--- src/design/lps_pkg.sv ---
// ----------------------------------------------------------------------------
// LED pattern sequencer package
// Shared types, widths, register indexes and the control store of the
// microcoded sequencer that plays a PWM level pattern with optional fade.
// ----------------------------------------------------------------------------
package lps_pkg;

  // Default depth of the step tables.
  localparam int MAX_STEPS_DEF = 16;

  // Field widths.
  localparam int LVL_W = 8;
  localparam int DUR_W = 16;
  localparam int ACC_W = LVL_W + DUR_W;
  localparam int CFG_W = 16;
  localparam int UPC_W = 5;

  // Request codes carried by an input item.
  localparam logic [1:0] REQ_TICK  = 2'd0;
  localparam logic [1:0] REQ_WRITE = 2'd1;
  localparam logic [1:0] REQ_START = 2'd2;
  localparam logic [1:0] REQ_NONE  = 2'd3;

  // Configuration register indexes.
  localparam logic [1:0] REG_STEP_COUNT   = 2'd0;
  localparam logic [1:0] REG_REPEAT_COUNT = 2'd1;
  localparam logic [1:0] REG_FADE_ENABLE  = 2'd2;
  localparam logic [1:0] REG_UPDATE_INTVL = 2'd3;

  // Input item.
  typedef struct packed {
    logic [1:0]       req_type;
    logic [3:0]       step_index;
    logic [LVL_W-1:0] step_level;
    logic [DUR_W-1:0] step_duration;
  } in_t;

  // Result item.
  typedef struct packed {
    logic [LVL_W-1:0] pwm_level;
    logic             level_written;
    logic             is_playing;
  } out_t;

  // Datapath operation of one microstep.
  typedef enum logic [4:0] {
    OP_NOP,
    OP_WRITE,
    OP_START_INIT,
    OP_START_LOAD,
    OP_TICK,
    OP_CUR_INC,
    OP_WRAP,
    OP_LOAD_ADV,
    OP_STOP,
    OP_CLR_SINCE,
    OP_LATCH0,
    OP_LATCH1,
    OP_MUL0,
    OP_MUL1,
    OP_DIV_GO,
    OP_LOAD_Q,
    OP_LOAD_L1,
    OP_LOAD_L0,
    OP_EMIT
  } op_t;

  // Table read issued by a microstep; the read data comes from a registered port.
  typedef enum logic [1:0] {
    RD_NONE,
    RD_ZERO,
    RD_CUR,
    RD_NEXT
  } rd_t;

  // Jump condition; when it is false the step counter moves on by one.
  typedef enum logic [3:0] {
    C_NEXT,
    C_ALWAYS,
    C_INACTIVE,
    C_FADE,
    C_TL_NZ,
    C_CUR_LT_CNT,
    C_PASS_EQ,
    C_SINCE_LT,
    C_LAST,
    C_DUR_ZERO,
    C_DIV_BUSY,
    C_OVERDUE
  } cond_t;

  typedef logic [UPC_W-1:0] upc_t;

  // One control word.
  typedef struct packed {
    op_t   op;
    rd_t   rd;
    cond_t cond;
    upc_t  target;
  } uword_t;

  // Control store addresses.
  localparam upc_t U_IDLE = 5'd0;
  localparam upc_t U_WR   = 5'd1;
  localparam upc_t U_ST0  = 5'd2;
  localparam upc_t U_ST1  = 5'd3;
  localparam upc_t U_TK0  = 5'd4;
  localparam upc_t U_TK1  = 5'd5;
  localparam upc_t U_NF0  = 5'd6;
  localparam upc_t U_ADV0 = 5'd7;
  localparam upc_t U_ADV1 = 5'd8;
  localparam upc_t U_ADV2 = 5'd9;
  localparam upc_t U_ADV3 = 5'd10;
  localparam upc_t U_ADV4 = 5'd11;
  localparam upc_t U_ADV5 = 5'd12;
  localparam upc_t U_STOP = 5'd13;
  localparam upc_t U_FD0  = 5'd14;
  localparam upc_t U_FD1  = 5'd15;
  localparam upc_t U_FD2  = 5'd16;
  localparam upc_t U_FD3  = 5'd17;
  localparam upc_t U_FD4  = 5'd18;
  localparam upc_t U_FD5  = 5'd19;
  localparam upc_t U_FD6  = 5'd20;
  localparam upc_t U_FD7  = 5'd21;
  localparam upc_t U_FD8  = 5'd22;
  localparam upc_t U_FZ   = 5'd23;
  localparam upc_t U_FL0  = 5'd24;
  localparam upc_t U_FOV  = 5'd25;
  localparam upc_t U_END  = 5'd26;

  // Entry point of the program for each request code.
  function automatic upc_t entry(input logic [1:0] req);
    upc_t e;
    unique case (req)
      REQ_TICK:  e = U_TK0;
      REQ_WRITE: e = U_WR;
      REQ_START: e = U_ST0;
      REQ_NONE:  e = U_END;
      default:   e = U_END;
    endcase
    return e;
  endfunction

  // Control store contents.
  function automatic uword_t ucode(input upc_t addr);
    uword_t w;
    unique case (addr)
      // Table write.
      U_WR:   w = '{OP_WRITE,      RD_NONE, C_ALWAYS,     U_END};
      // Start: clear counters, then drive step 0.
      U_ST0:  w = '{OP_START_INIT, RD_ZERO, C_NEXT,       U_IDLE};
      U_ST1:  w = '{OP_START_LOAD, RD_NONE, C_ALWAYS,     U_END};
      // Tick: count time, then branch on fade mode.
      U_TK0:  w = '{OP_TICK,       RD_NONE, C_INACTIVE,   U_END};
      U_TK1:  w = '{OP_NOP,        RD_NONE, C_FADE,       U_FD0};
      U_NF0:  w = '{OP_NOP,        RD_NONE, C_TL_NZ,      U_END};
      // Step advance, shared by both modes.
      U_ADV0: w = '{OP_CUR_INC,    RD_NONE, C_NEXT,       U_IDLE};
      U_ADV1: w = '{OP_NOP,        RD_NONE, C_CUR_LT_CNT, U_ADV4};
      U_ADV2: w = '{OP_NOP,        RD_NONE, C_PASS_EQ,    U_STOP};
      U_ADV3: w = '{OP_WRAP,       RD_NONE, C_NEXT,       U_IDLE};
      U_ADV4: w = '{OP_NOP,        RD_CUR,  C_NEXT,       U_IDLE};
      U_ADV5: w = '{OP_LOAD_ADV,   RD_NONE, C_ALWAYS,     U_END};
      U_STOP: w = '{OP_STOP,       RD_NONE, C_ALWAYS,     U_END};
      // Fade refresh.
      U_FD0:  w = '{OP_NOP,        RD_NONE, C_SINCE_LT,   U_END};
      U_FD1:  w = '{OP_CLR_SINCE,  RD_CUR,  C_LAST,       U_FL0};
      U_FD2:  w = '{OP_LATCH0,     RD_NEXT, C_NEXT,       U_IDLE};
      U_FD3:  w = '{OP_LATCH1,     RD_NONE, C_DUR_ZERO,   U_FZ};
      U_FD4:  w = '{OP_MUL0,       RD_NONE, C_NEXT,       U_IDLE};
      U_FD5:  w = '{OP_MUL1,       RD_NONE, C_NEXT,       U_IDLE};
      U_FD6:  w = '{OP_DIV_GO,     RD_NONE, C_NEXT,       U_IDLE};
      U_FD7:  w = '{OP_NOP,        RD_NONE, C_DIV_BUSY,   U_FD7};
      U_FD8:  w = '{OP_LOAD_Q,     RD_NONE, C_ALWAYS,     U_FOV};
      U_FZ:   w = '{OP_LOAD_L1,    RD_NONE, C_ALWAYS,     U_FOV};
      U_FL0:  w = '{OP_LOAD_L0,    RD_NONE, C_NEXT,       U_IDLE};
      U_FOV:  w = '{OP_NOP,        RD_NONE, C_OVERDUE,    U_ADV0};
      // Result.
      U_END:  w = '{OP_EMIT,       RD_NONE, C_ALWAYS,     U_IDLE};
      default: w = '{OP_NOP,       RD_NONE, C_ALWAYS,     U_IDLE};
    endcase
    return w;
  endfunction

endpackage

--- src/design/lps_div.sv ---
// ----------------------------------------------------------------------------
// LED pattern sequencer divider
// Restoring divider for the fade level. The quotient is known to be below
// 256, so eight steps of one bit each produce it.
// ----------------------------------------------------------------------------
module lps_div (
  input  logic                        clk,
  input  logic                        rst_n,
  input  logic                        go,
  input  logic [lps_pkg::ACC_W-1:0]   num,
  input  logic [lps_pkg::DUR_W-1:0]   den,
  output logic                        busy,
  output logic [lps_pkg::LVL_W-1:0]   quo
);

  localparam int LW = lps_pkg::LVL_W;
  localparam int DW = lps_pkg::DUR_W;
  localparam int NW = $clog2(LW + 1);

  logic [NW-1:0] cnt_r, cnt_nxt;
  logic [DW-1:0] rem_r, rem_nxt;
  logic [LW-1:0] sh_r, sh_nxt;
  logic [DW:0]   trial;
  logic [DW:0]   diff;
  logic          ge;

  // One quotient bit per cycle: shift in the next dividend bit, subtract.
  always_comb begin
    trial   = {rem_r, sh_r[LW-1]};
    diff    = trial - {1'b0, den};
    ge      = (trial >= {1'b0, den});
    cnt_nxt = cnt_r;
    rem_nxt = rem_r;
    sh_nxt  = sh_r;
    if (go) begin
      cnt_nxt = NW'(LW);
      rem_nxt = num[lps_pkg::ACC_W-1:LW];
      sh_nxt  = num[LW-1:0];
    end else if (cnt_r != '0) begin
      cnt_nxt = cnt_r - 1'b1;
      rem_nxt = ge ? diff[DW-1:0] : trial[DW-1:0];
      sh_nxt  = {sh_r[LW-2:0], ge};
    end
  end

  // The step counter is control state; the working registers need no reset.
  always_ff @(posedge clk) begin
    if (!rst_n) begin
      cnt_r <= '0;
    end else begin
      cnt_r <= cnt_nxt;
    end
  end

  always_ff @(posedge clk) begin
    rem_r <= rem_nxt;
    sh_r  <= sh_nxt;
  end

  assign busy = (cnt_r != '0);
  assign quo  = sh_r;

endmodule

--- src/design/led_pattern_sequencer_unit.sv ---
// ----------------------------------------------------------------------------
// LED pattern sequencer
// Plays a table of (level, duration) steps on a PWM level, with optional
// linear fade between steps, under control of a microcoded sequencer.
// ----------------------------------------------------------------------------
// An item is taken when start is high and busy is low; busy then stays high
// until the item is done, and the result appears on out_item for exactly one
// cycle with out_valid high, in the first cycle in which busy is low again.
// The receiver cannot stall, so it must take the result in that cycle. A new
// item may be started in the same cycle in which the previous result is
// shown. A tick that does a fade refresh with interpolation and then
// advances an overdue step takes the longest; the time an item takes is set
// by the microprogram stepping one control word per cycle and, for the
// interpolation, by the divider that forms the interpolated level one bit
// per cycle, which the program waits for. Configuration writes take effect
// at once and should be made only while the block idles.
module led_pattern_sequencer_unit #(
  parameter int MAX_STEPS = lps_pkg::MAX_STEPS_DEF
) (
  input  logic                        clk,
  input  logic                        rst_n,
  // Item channel
  input  logic                        start,
  output logic                        busy,
  input  lps_pkg::in_t                in_item,
  // Result channel
  output logic                        out_valid,
  output lps_pkg::out_t               out_item,
  // Configuration port
  input  logic                        cfg_we,
  input  logic [1:0]                  cfg_index,
  input  logic [lps_pkg::CFG_W-1:0]   cfg_data
);

  localparam int LW = lps_pkg::LVL_W;
  localparam int DW = lps_pkg::DUR_W;
  localparam int MW = lps_pkg::ACC_W;
  localparam int CW = $clog2(MAX_STEPS + 1);
  localparam int AW = $clog2(MAX_STEPS);

  // Configuration registers.
  logic [4:0]    step_count_r;
  logic [7:0]    repeat_count_r;
  logic          fade_enable_r;
  logic [DW-1:0] update_intvl_r;

  // Sequencer.
  lps_pkg::upc_t   upc_r, upc_nxt;
  lps_pkg::uword_t uw;
  logic            accept;
  logic            cond_true;

  // Playback state.
  logic [CW-1:0] cur_r, cur_nxt;
  logic [7:0]    passes_r, passes_nxt;
  logic [DW-1:0] tl_r, tl_nxt;
  logic [DW-1:0] since_r, since_nxt;
  logic          active_r, active_nxt;
  logic [LW-1:0] held_r, held_nxt;

  // Working registers of one item.
  lps_pkg::in_t  req_r;
  logic          wrote_r, wrote_nxt;
  logic          overdue_r, overdue_nxt;
  logic [LW-1:0] l0_r, l0_nxt;
  logic [LW-1:0] l1_r, l1_nxt;
  logic [DW-1:0] dur_r, dur_nxt;
  logic [DW-1:0] rem_r, rem_nxt;
  logic [MW-1:0] acc_r, acc_nxt;

  // Step tables and their registered read port.
  logic [LW-1:0] lvl_mem [MAX_STEPS];
  logic [DW-1:0] dur_mem [MAX_STEPS];
  logic [LW-1:0] rd_level_r;
  logic [DW-1:0] rd_dur_r;
  logic [AW-1:0] rd_addr;
  logic [AW-1:0] wr_addr;
  logic          wr_en;

  // Derived values.
  logic [CW-1:0] eff_cnt;
  logic [CW:0]   cur_plus1;
  logic [LW-1:0] mul_a;
  logic [DW-1:0] mul_b;
  logic [MW-1:0] product;

  // Result registers.
  logic          out_valid_r;
  lps_pkg::out_t out_r;

  // Divider.
  logic          div_go;
  logic          div_busy;
  logic [LW-1:0] div_quo;

  // Clamp a step number onto the table.
  function automatic logic [AW-1:0] slot(input logic [CW:0] v);
    logic [AW-1:0] s;
    if (32'(v) < 32'(MAX_STEPS)) begin
      s = AW'(v);
    end else begin
      s = AW'(MAX_STEPS - 1);
    end
    return s;
  endfunction

  // Step count in use: zero acts as one, large values as the table depth.
  always_comb begin
    if (step_count_r == '0) begin
      eff_cnt = CW'(1);
    end else if (32'(step_count_r) > 32'(MAX_STEPS)) begin
      eff_cnt = CW'(MAX_STEPS);
    end else begin
      eff_cnt = CW'(step_count_r);
    end
  end

  assign cur_plus1 = {1'b0, cur_r} + 1'b1;

  // Configuration writes.
  always_ff @(posedge clk) begin
    if (!rst_n) begin
      step_count_r   <= 5'd1;
      repeat_count_r <= '0;
      fade_enable_r  <= 1'b0;
      update_intvl_r <= DW'(20);
    end else if (cfg_we) begin
      unique case (cfg_index)
        lps_pkg::REG_STEP_COUNT:   step_count_r   <= cfg_data[4:0];
        lps_pkg::REG_REPEAT_COUNT: repeat_count_r <= cfg_data[7:0];
        lps_pkg::REG_FADE_ENABLE:  fade_enable_r  <= cfg_data[0];
        lps_pkg::REG_UPDATE_INTVL: update_intvl_r <= cfg_data[DW-1:0];
        default: ;
      endcase
    end
  end

  // Control word and jump condition.
  assign uw     = lps_pkg::ucode(upc_r);
  assign busy   = (upc_r != lps_pkg::U_IDLE);
  assign accept = start && !busy;

  always_comb begin
    unique case (uw.cond)
      lps_pkg::C_NEXT:       cond_true = 1'b0;
      lps_pkg::C_ALWAYS:     cond_true = 1'b1;
      lps_pkg::C_INACTIVE:   cond_true = !active_r;
      lps_pkg::C_FADE:       cond_true = fade_enable_r;
      lps_pkg::C_TL_NZ:      cond_true = (tl_r != '0);
      lps_pkg::C_CUR_LT_CNT: cond_true = (cur_r < eff_cnt);
      lps_pkg::C_PASS_EQ:    cond_true = (passes_r == repeat_count_r);
      lps_pkg::C_SINCE_LT:   cond_true = (since_r < update_intvl_r);
      lps_pkg::C_LAST:       cond_true = (cur_plus1 >= {1'b0, eff_cnt});
      lps_pkg::C_DUR_ZERO:   cond_true = (dur_r == '0);
      lps_pkg::C_DIV_BUSY:   cond_true = div_busy;
      lps_pkg::C_OVERDUE:    cond_true = overdue_r;
      default:               cond_true = 1'b0;
    endcase
  end

  // Step counter: dispatch on the request code, then follow the program.
  always_comb begin
    if (upc_r == lps_pkg::U_IDLE) begin
      upc_nxt = start ? lps_pkg::entry(in_item.req_type) : lps_pkg::U_IDLE;
    end else if (cond_true) begin
      upc_nxt = uw.target;
    end else begin
      upc_nxt = upc_r + 1'b1;
    end
  end

  // Shared multiplier for the two interpolation products.
  assign mul_a   = (uw.op == lps_pkg::OP_MUL0) ? l0_r : l1_r;
  assign mul_b   = (uw.op == lps_pkg::OP_MUL0) ? rem_r : (dur_r - rem_r);
  assign product = MW'(mul_a) * MW'(mul_b);

  // Datapath: each control word selects one operation.
  always_comb begin
    cur_nxt     = cur_r;
    passes_nxt  = passes_r;
    tl_nxt      = tl_r;
    since_nxt   = since_r;
    active_nxt  = active_r;
    held_nxt    = held_r;
    wrote_nxt   = accept ? 1'b0 : wrote_r;
    overdue_nxt = overdue_r;
    l0_nxt      = l0_r;
    l1_nxt      = l1_r;
    dur_nxt     = dur_r;
    rem_nxt     = rem_r;
    acc_nxt     = acc_r;
    unique case (uw.op)
      lps_pkg::OP_NOP, lps_pkg::OP_WRITE, lps_pkg::OP_DIV_GO,
      lps_pkg::OP_EMIT: ;
      lps_pkg::OP_START_INIT: begin
        cur_nxt    = '0;
        passes_nxt = '0;
        active_nxt = 1'b1;
      end
      lps_pkg::OP_START_LOAD: begin
        held_nxt  = rd_level_r;
        tl_nxt    = rd_dur_r;
        wrote_nxt = 1'b1;
      end
      lps_pkg::OP_TICK: begin
        if (since_r != '1) begin
          since_nxt = since_r + 1'b1;
        end
        overdue_nxt = (tl_r == '0);
        if (tl_r != '0) begin
          tl_nxt = tl_r - 1'b1;
        end
      end
      lps_pkg::OP_CUR_INC: begin
        cur_nxt = cur_r + 1'b1;
      end
      lps_pkg::OP_WRAP: begin
        passes_nxt = passes_r + 1'b1;
        cur_nxt    = '0;
      end
      lps_pkg::OP_LOAD_ADV: begin
        tl_nxt = rd_dur_r;
        // Without fade a step change drives the new step's level.
        if (!fade_enable_r) begin
          held_nxt  = rd_level_r;
          wrote_nxt = 1'b1;
        end
      end
      lps_pkg::OP_STOP: begin
        active_nxt = 1'b0;
      end
      lps_pkg::OP_CLR_SINCE: begin
        since_nxt = '0;
        wrote_nxt = 1'b1;
      end
      lps_pkg::OP_LATCH0: begin
        l0_nxt  = rd_level_r;
        dur_nxt = rd_dur_r;
        // Remaining time beyond the step's duration counts as the duration.
        rem_nxt = (tl_r > rd_dur_r) ? rd_dur_r : tl_r;
      end
      lps_pkg::OP_LATCH1: begin
        l1_nxt = rd_level_r;
      end
      lps_pkg::OP_MUL0: begin
        acc_nxt = product;
      end
      lps_pkg::OP_MUL1: begin
        acc_nxt = acc_r + product;
      end
      lps_pkg::OP_LOAD_Q: begin
        held_nxt = div_quo;
      end
      lps_pkg::OP_LOAD_L1: begin
        held_nxt = l1_r;
      end
      lps_pkg::OP_LOAD_L0: begin
        held_nxt = rd_level_r;
      end
      default: ;
    endcase
  end

  assign div_go = (uw.op == lps_pkg::OP_DIV_GO);

  // Table addresses.
  assign wr_en   = (uw.op == lps_pkg::OP_WRITE) &&
                   (32'(req_r.step_index) < 32'(MAX_STEPS));
  assign wr_addr = AW'(req_r.step_index);

  always_comb begin
    unique case (uw.rd)
      lps_pkg::RD_NONE: rd_addr = '0;
      lps_pkg::RD_ZERO: rd_addr = '0;
      lps_pkg::RD_CUR:  rd_addr = slot({1'b0, cur_r});
      lps_pkg::RD_NEXT: rd_addr = slot(cur_plus1);
      default:          rd_addr = '0;
    endcase
  end

  // Step tables: one write port, one registered read port.
  always_ff @(posedge clk) begin
    if (wr_en) begin
      lvl_mem[wr_addr] <= req_r.step_level;
      dur_mem[wr_addr] <= req_r.step_duration;
    end
    if (uw.rd != lps_pkg::RD_NONE) begin
      rd_level_r <= lvl_mem[rd_addr];
      rd_dur_r   <= dur_mem[rd_addr];
    end
  end

  // Control and playback state.
  always_ff @(posedge clk) begin
    if (!rst_n) begin
      upc_r       <= lps_pkg::U_IDLE;
      cur_r       <= '0;
      passes_r    <= '0;
      tl_r        <= '0;
      since_r     <= '0;
      active_r    <= 1'b0;
      held_r      <= '0;
      out_valid_r <= 1'b0;
    end else begin
      upc_r       <= upc_nxt;
      cur_r       <= cur_nxt;
      passes_r    <= passes_nxt;
      tl_r        <= tl_nxt;
      since_r     <= since_nxt;
      active_r    <= active_nxt;
      held_r      <= held_nxt;
      out_valid_r <= (uw.op == lps_pkg::OP_EMIT);
    end
  end

  // Item registers and the result payload.
  always_ff @(posedge clk) begin
    if (accept) begin
      req_r <= in_item;
    end
    wrote_r   <= wrote_nxt;
    overdue_r <= overdue_nxt;
    l0_r      <= l0_nxt;
    l1_r      <= l1_nxt;
    dur_r     <= dur_nxt;
    rem_r     <= rem_nxt;
    acc_r     <= acc_nxt;
    if (uw.op == lps_pkg::OP_EMIT) begin
      out_r.pwm_level     <= held_r;
      out_r.level_written <= wrote_r;
      out_r.is_playing    <= active_r;
    end
  end

  // Interpolation divider.
  lps_div u_div (
    .clk   (clk),
    .rst_n (rst_n),
    .go    (div_go),
    .num   (acc_r),
    .den   (dur_r),
    .busy  (div_busy),
    .quo   (div_quo)
  );

  assign out_valid = out_valid_r;
  assign out_item  = out_r;

endmodule

--- config.mk ---
export PLATFORM = sky130hd
export DESIGN_NAME = led_pattern_sequencer_unit
export DESIGN_NICKNAME = d
export VERILOG_FILES = /design/src/design/lps_pkg.sv /design/src/design/lps_div.sv /design/src/design/led_pattern_sequencer_unit.sv
export SDC_FILE = /design/constraint.sdc
export NUM_CORES = 1
export LEC_CHECK = 0
export BUFFER_PORTS_ARGS = -buffer_cell sky130_fd_sc_hd__buf_2
export CORE_MARGIN = 2
export CORE_UTILIZATION = 50
export DETAILED_ROUTE_END_ITERATION = 6
export GPL_TIMING_DRIVEN = 1
export HOLD_SLACK_MARGIN = 0.03
export PLACE_DENSITY = 0.64
export SLEW_MARGIN = 0
export SYNTH_ARGS = -nofsm -noshare
export SYNTH_HDL_FRONTEND = slang
export SYNTH_SLANG_ARGS = --single-unit
--- constraint.sdc ---
create_clock -name clk -period 12.9 [get_ports clk]
set_input_delay 1.29 -clock clk [delete_from_list [all_inputs] [get_ports clk]]
set_output_delay 1.29 -clock clk [all_outputs]
set_load 0.1 [all_outputs]
==> impl_metrics.json <==
{
  "outcome": "finished clean",
  "antenna_found_initial": 0,
  "ir_drop_mv": 0.323,
  "timing.final.crit_period_ns": 9.53,
  "io_buffers": 63,
  "setup-violations-final": 0,
  "synthTopCellsByCount": "edfxtp_1 (543), nand2_1 (275), nor2_1 (250)",
  "ctsHoldBuffers": 0,
  "num-fill-cells": 5614,
  "powerDensity_nw_per_um2": 290,
  "rsz0062_at_grt": "no",
  "crit_arrival_ns": 9.86,
  "layout.nets": 3227,
  "timing.fmax_mhz": 105,
  "drt_iter0_markers": 1600,
  "synth_edf_count": 543,
  "clock-skew-final_ns": 0.0410,
  "crit_fanout": 8,
  "critical_path_class": "reg -> reg",
  "grt_pass1_wl_mm": 125,
  "async_reset_ff_frac": 0,
  "place_area_um2": 35400,
  "drtPass1Iterations": 6,
  "cpMaxStageDelayCell": "a21boi_1",
  "hp-class": "reg -> reg",
  "start_kind": "flip-flop",
  "design.core.area_um2": 67300,
  "finalMaxSlewViolations": 0,
  "row_count": 95,
  "cts_htree_levels": 3,
  "max-slew-margin-rel": 0.204,
  "grt_pass1_vias": 22261,
  "drive_above_1_share": 0.115,
  "yosysSeqAreaShare": 0.545,
  "required_ns": 13.23,
  "maxCapViolations": 0,
  "dieWidth_um": 265,
  "synth_top_area_frac": 0.480,
  "hold_viol_final": 0,
  "start_util": 0.505,
  "p_total_w": 0.0109,
  "grt_max_degree": 77,
  "grt_usage": 0.230,
  "synth-main-ff-cell": "edfxtp_1",
  "critPathMaxStageDelay_ns": 0.61,
  "cts_buffer_depth": 3,
  "ctsResizeCount": 0,
  "antenna_left": 0,
  "cts.clk_slew.worst_paths_ns": 0.06,
  "grt-ovfl-total": 0,
  "syn_nets": 3164,
  "yosysMostFrequentCell": "edfxtp_1",
  "viasPerCell": 5.76,
  "tns_ns": 0,
  "wl_mm": 79.9,
  "ys_ff_latch": 654,
  "cts_setup_buffers": 0,
  "gp_congestion": 0.887,
  "die_y_um": 265,
  "routedWlPerCell_um": 20.7,
  "clk-insertion-delay-late_ns": 0.63,
  "fin_area_um2": 37700,
  "post-route-drc-count": 0,
  "avgSynthCellArea_um2": 11.9,
  "cts_buffers": 71,
  "num_vias": 22173,
  "die-area_um2": 70000,
  "ys.warnings.count": 0,
  "cts_tree": "done",
  "yosys.area.top_type": "edfxtp_1",
  "diodes": 0,
  "io_pins": 64,
  "hpwl_mm": 52.2,
  "crit_path_end_kind": "flip-flop",
  "cts_sinks": 654,
  "max_slew.worst_pin.slew_ns": 1.19,
  "netlist_instances": 2863,
  "yosysUniqueCellTypes": 81,
  "p_leak_nw": 14.2,
  "fin_crit_sh": 0.739,
  "synth_area_leaders": "edfxtp_1 (48%), dfxtp_1 (6.5%), ha_1 (6.0%)",
  "root_buffer": "clkbuf_16",
  "area_delta_synth_final_pct": 10.8,
  "syn-cell-area_um2": 34000
}
## critical path, delay by kind of cell, from the launching register on
kind            cells  cell delay (ns)
simple gates        5             0.86
xor+xnor            2             0.25
compound gates     19             4.56
flops               1             0.46
buf+inv             3             0.16
fa+ha+maj           7             2.92
## per-layer routing
| metal | routed length (µm) | vias to the layer above | GRT usage |
|---|---|---|---|
| met5 | 0 | - | 0 |
| met4 | 2620 | 0 | 0.0803 |
| met3 | 3280 | 139 | 0.0299 |
| met2 | 39400 | 528 | 0.395 |
| met1 | 34600 | 10962 | 0.301 |
| li1 | - | 10544 | - |
## state kept, by name, indices dropped and copies added (netlist names), 16 cells and up
| name | count |
|---|---|
| dur_r | 16 |
| rem_r | 16 |
| u_div.rem_r | 16 |
| uw | 16 |
| tl_r | 16 |
| update_intvl_r | 16 |
| lvl_mem | 128 |
| req_r | 24 |
| acc_r | 24 |
| rd_dur_r | 16 |
| since_r | 16 |
| dur_mem | 256 |
## cell usage in the layout, fill, tap and decap left out, types with 87 or more instances in the layout
cell,n
a21oi_1,106
inv_1,209
nor2_1,236
edfxtp_1,543
fa_1,87
a211oi_1,98
mux2i_1,129
nand2_1,275
ha_1,162
dfxtp_1,111
## kinds of logic after synthesis
family                     after synthesis  synth area share
DFF                                    654             0.545
and+or+nand+nor                        840             0.115
xor gates and xnor gates                99            0.0255
buffers and inverters                  322            0.0363
muxes                                  183            0.0638
adders and majority gates              249             0.111
AOI/OAI and AO/OA                      516             0.103
## where the power goes
group | switching, W | internal, W
clock | 0.000848 | 0.00111
combinational | 0.00351 | 0.00246
sequential | 0.000217 | 0.00275
## stage by stage
| step | hold slack [ns] | util | setup WS (ns) | cells |
|---|---|---|---|---|
| 3_5_place_dp | 0.425 | 0.526 | 3.47 | 3726 |
| 5_1_grt | 0.455 | 0.560 | 2.80 | 3852 |
| 2_1_floorplan | 0.409 | - | 4.58 | 2863 |
| 4_1_cts | 0.439 | 0.560 | 3.41 | 3852 |
| 3_3_place_gp | 0.422 | 0.526 | 3.69 | 3726 |
| 6_report | 0.435 | 0.560 | 3.37 | 3852 |
## cell type report
class | count | area (µm²) | share of cell area
clock inverter | 40 | 350 | 0.00930
tap | 873 | 1090 | 0.0290
clock buffer | 86 | 1920 | 0.0509
inverter | 211 | 792 | 0.0210
sequential | 654 | 18500 | 0.492
timing repair buffer | 101 | 601 | 0.0159
multi-input combinational | 1887 | 14400 | 0.382
## final timing paths
check                                       startpoint               endpoint  slack (ns)  cells after the start
worst max-delay path                dur_r[1]$_DFFE_PN_    acc_r[23]$_DFFE_PP_        3.37                     36
worst min-delay path            held_r[4]$_SDFFE_PN0P_  out_item[6]$_DFFE_PP_        0.43                      0
worst max register to register      dur_r[1]$_DFFE_PN_    acc_r[23]$_DFFE_PP_        3.37                     36
worst min register to register  held_r[4]$_SDFFE_PN0P_  out_item[6]$_DFFE_PP_        0.43                      0
No activity file was read; power rests on OpenSTA's default activity.
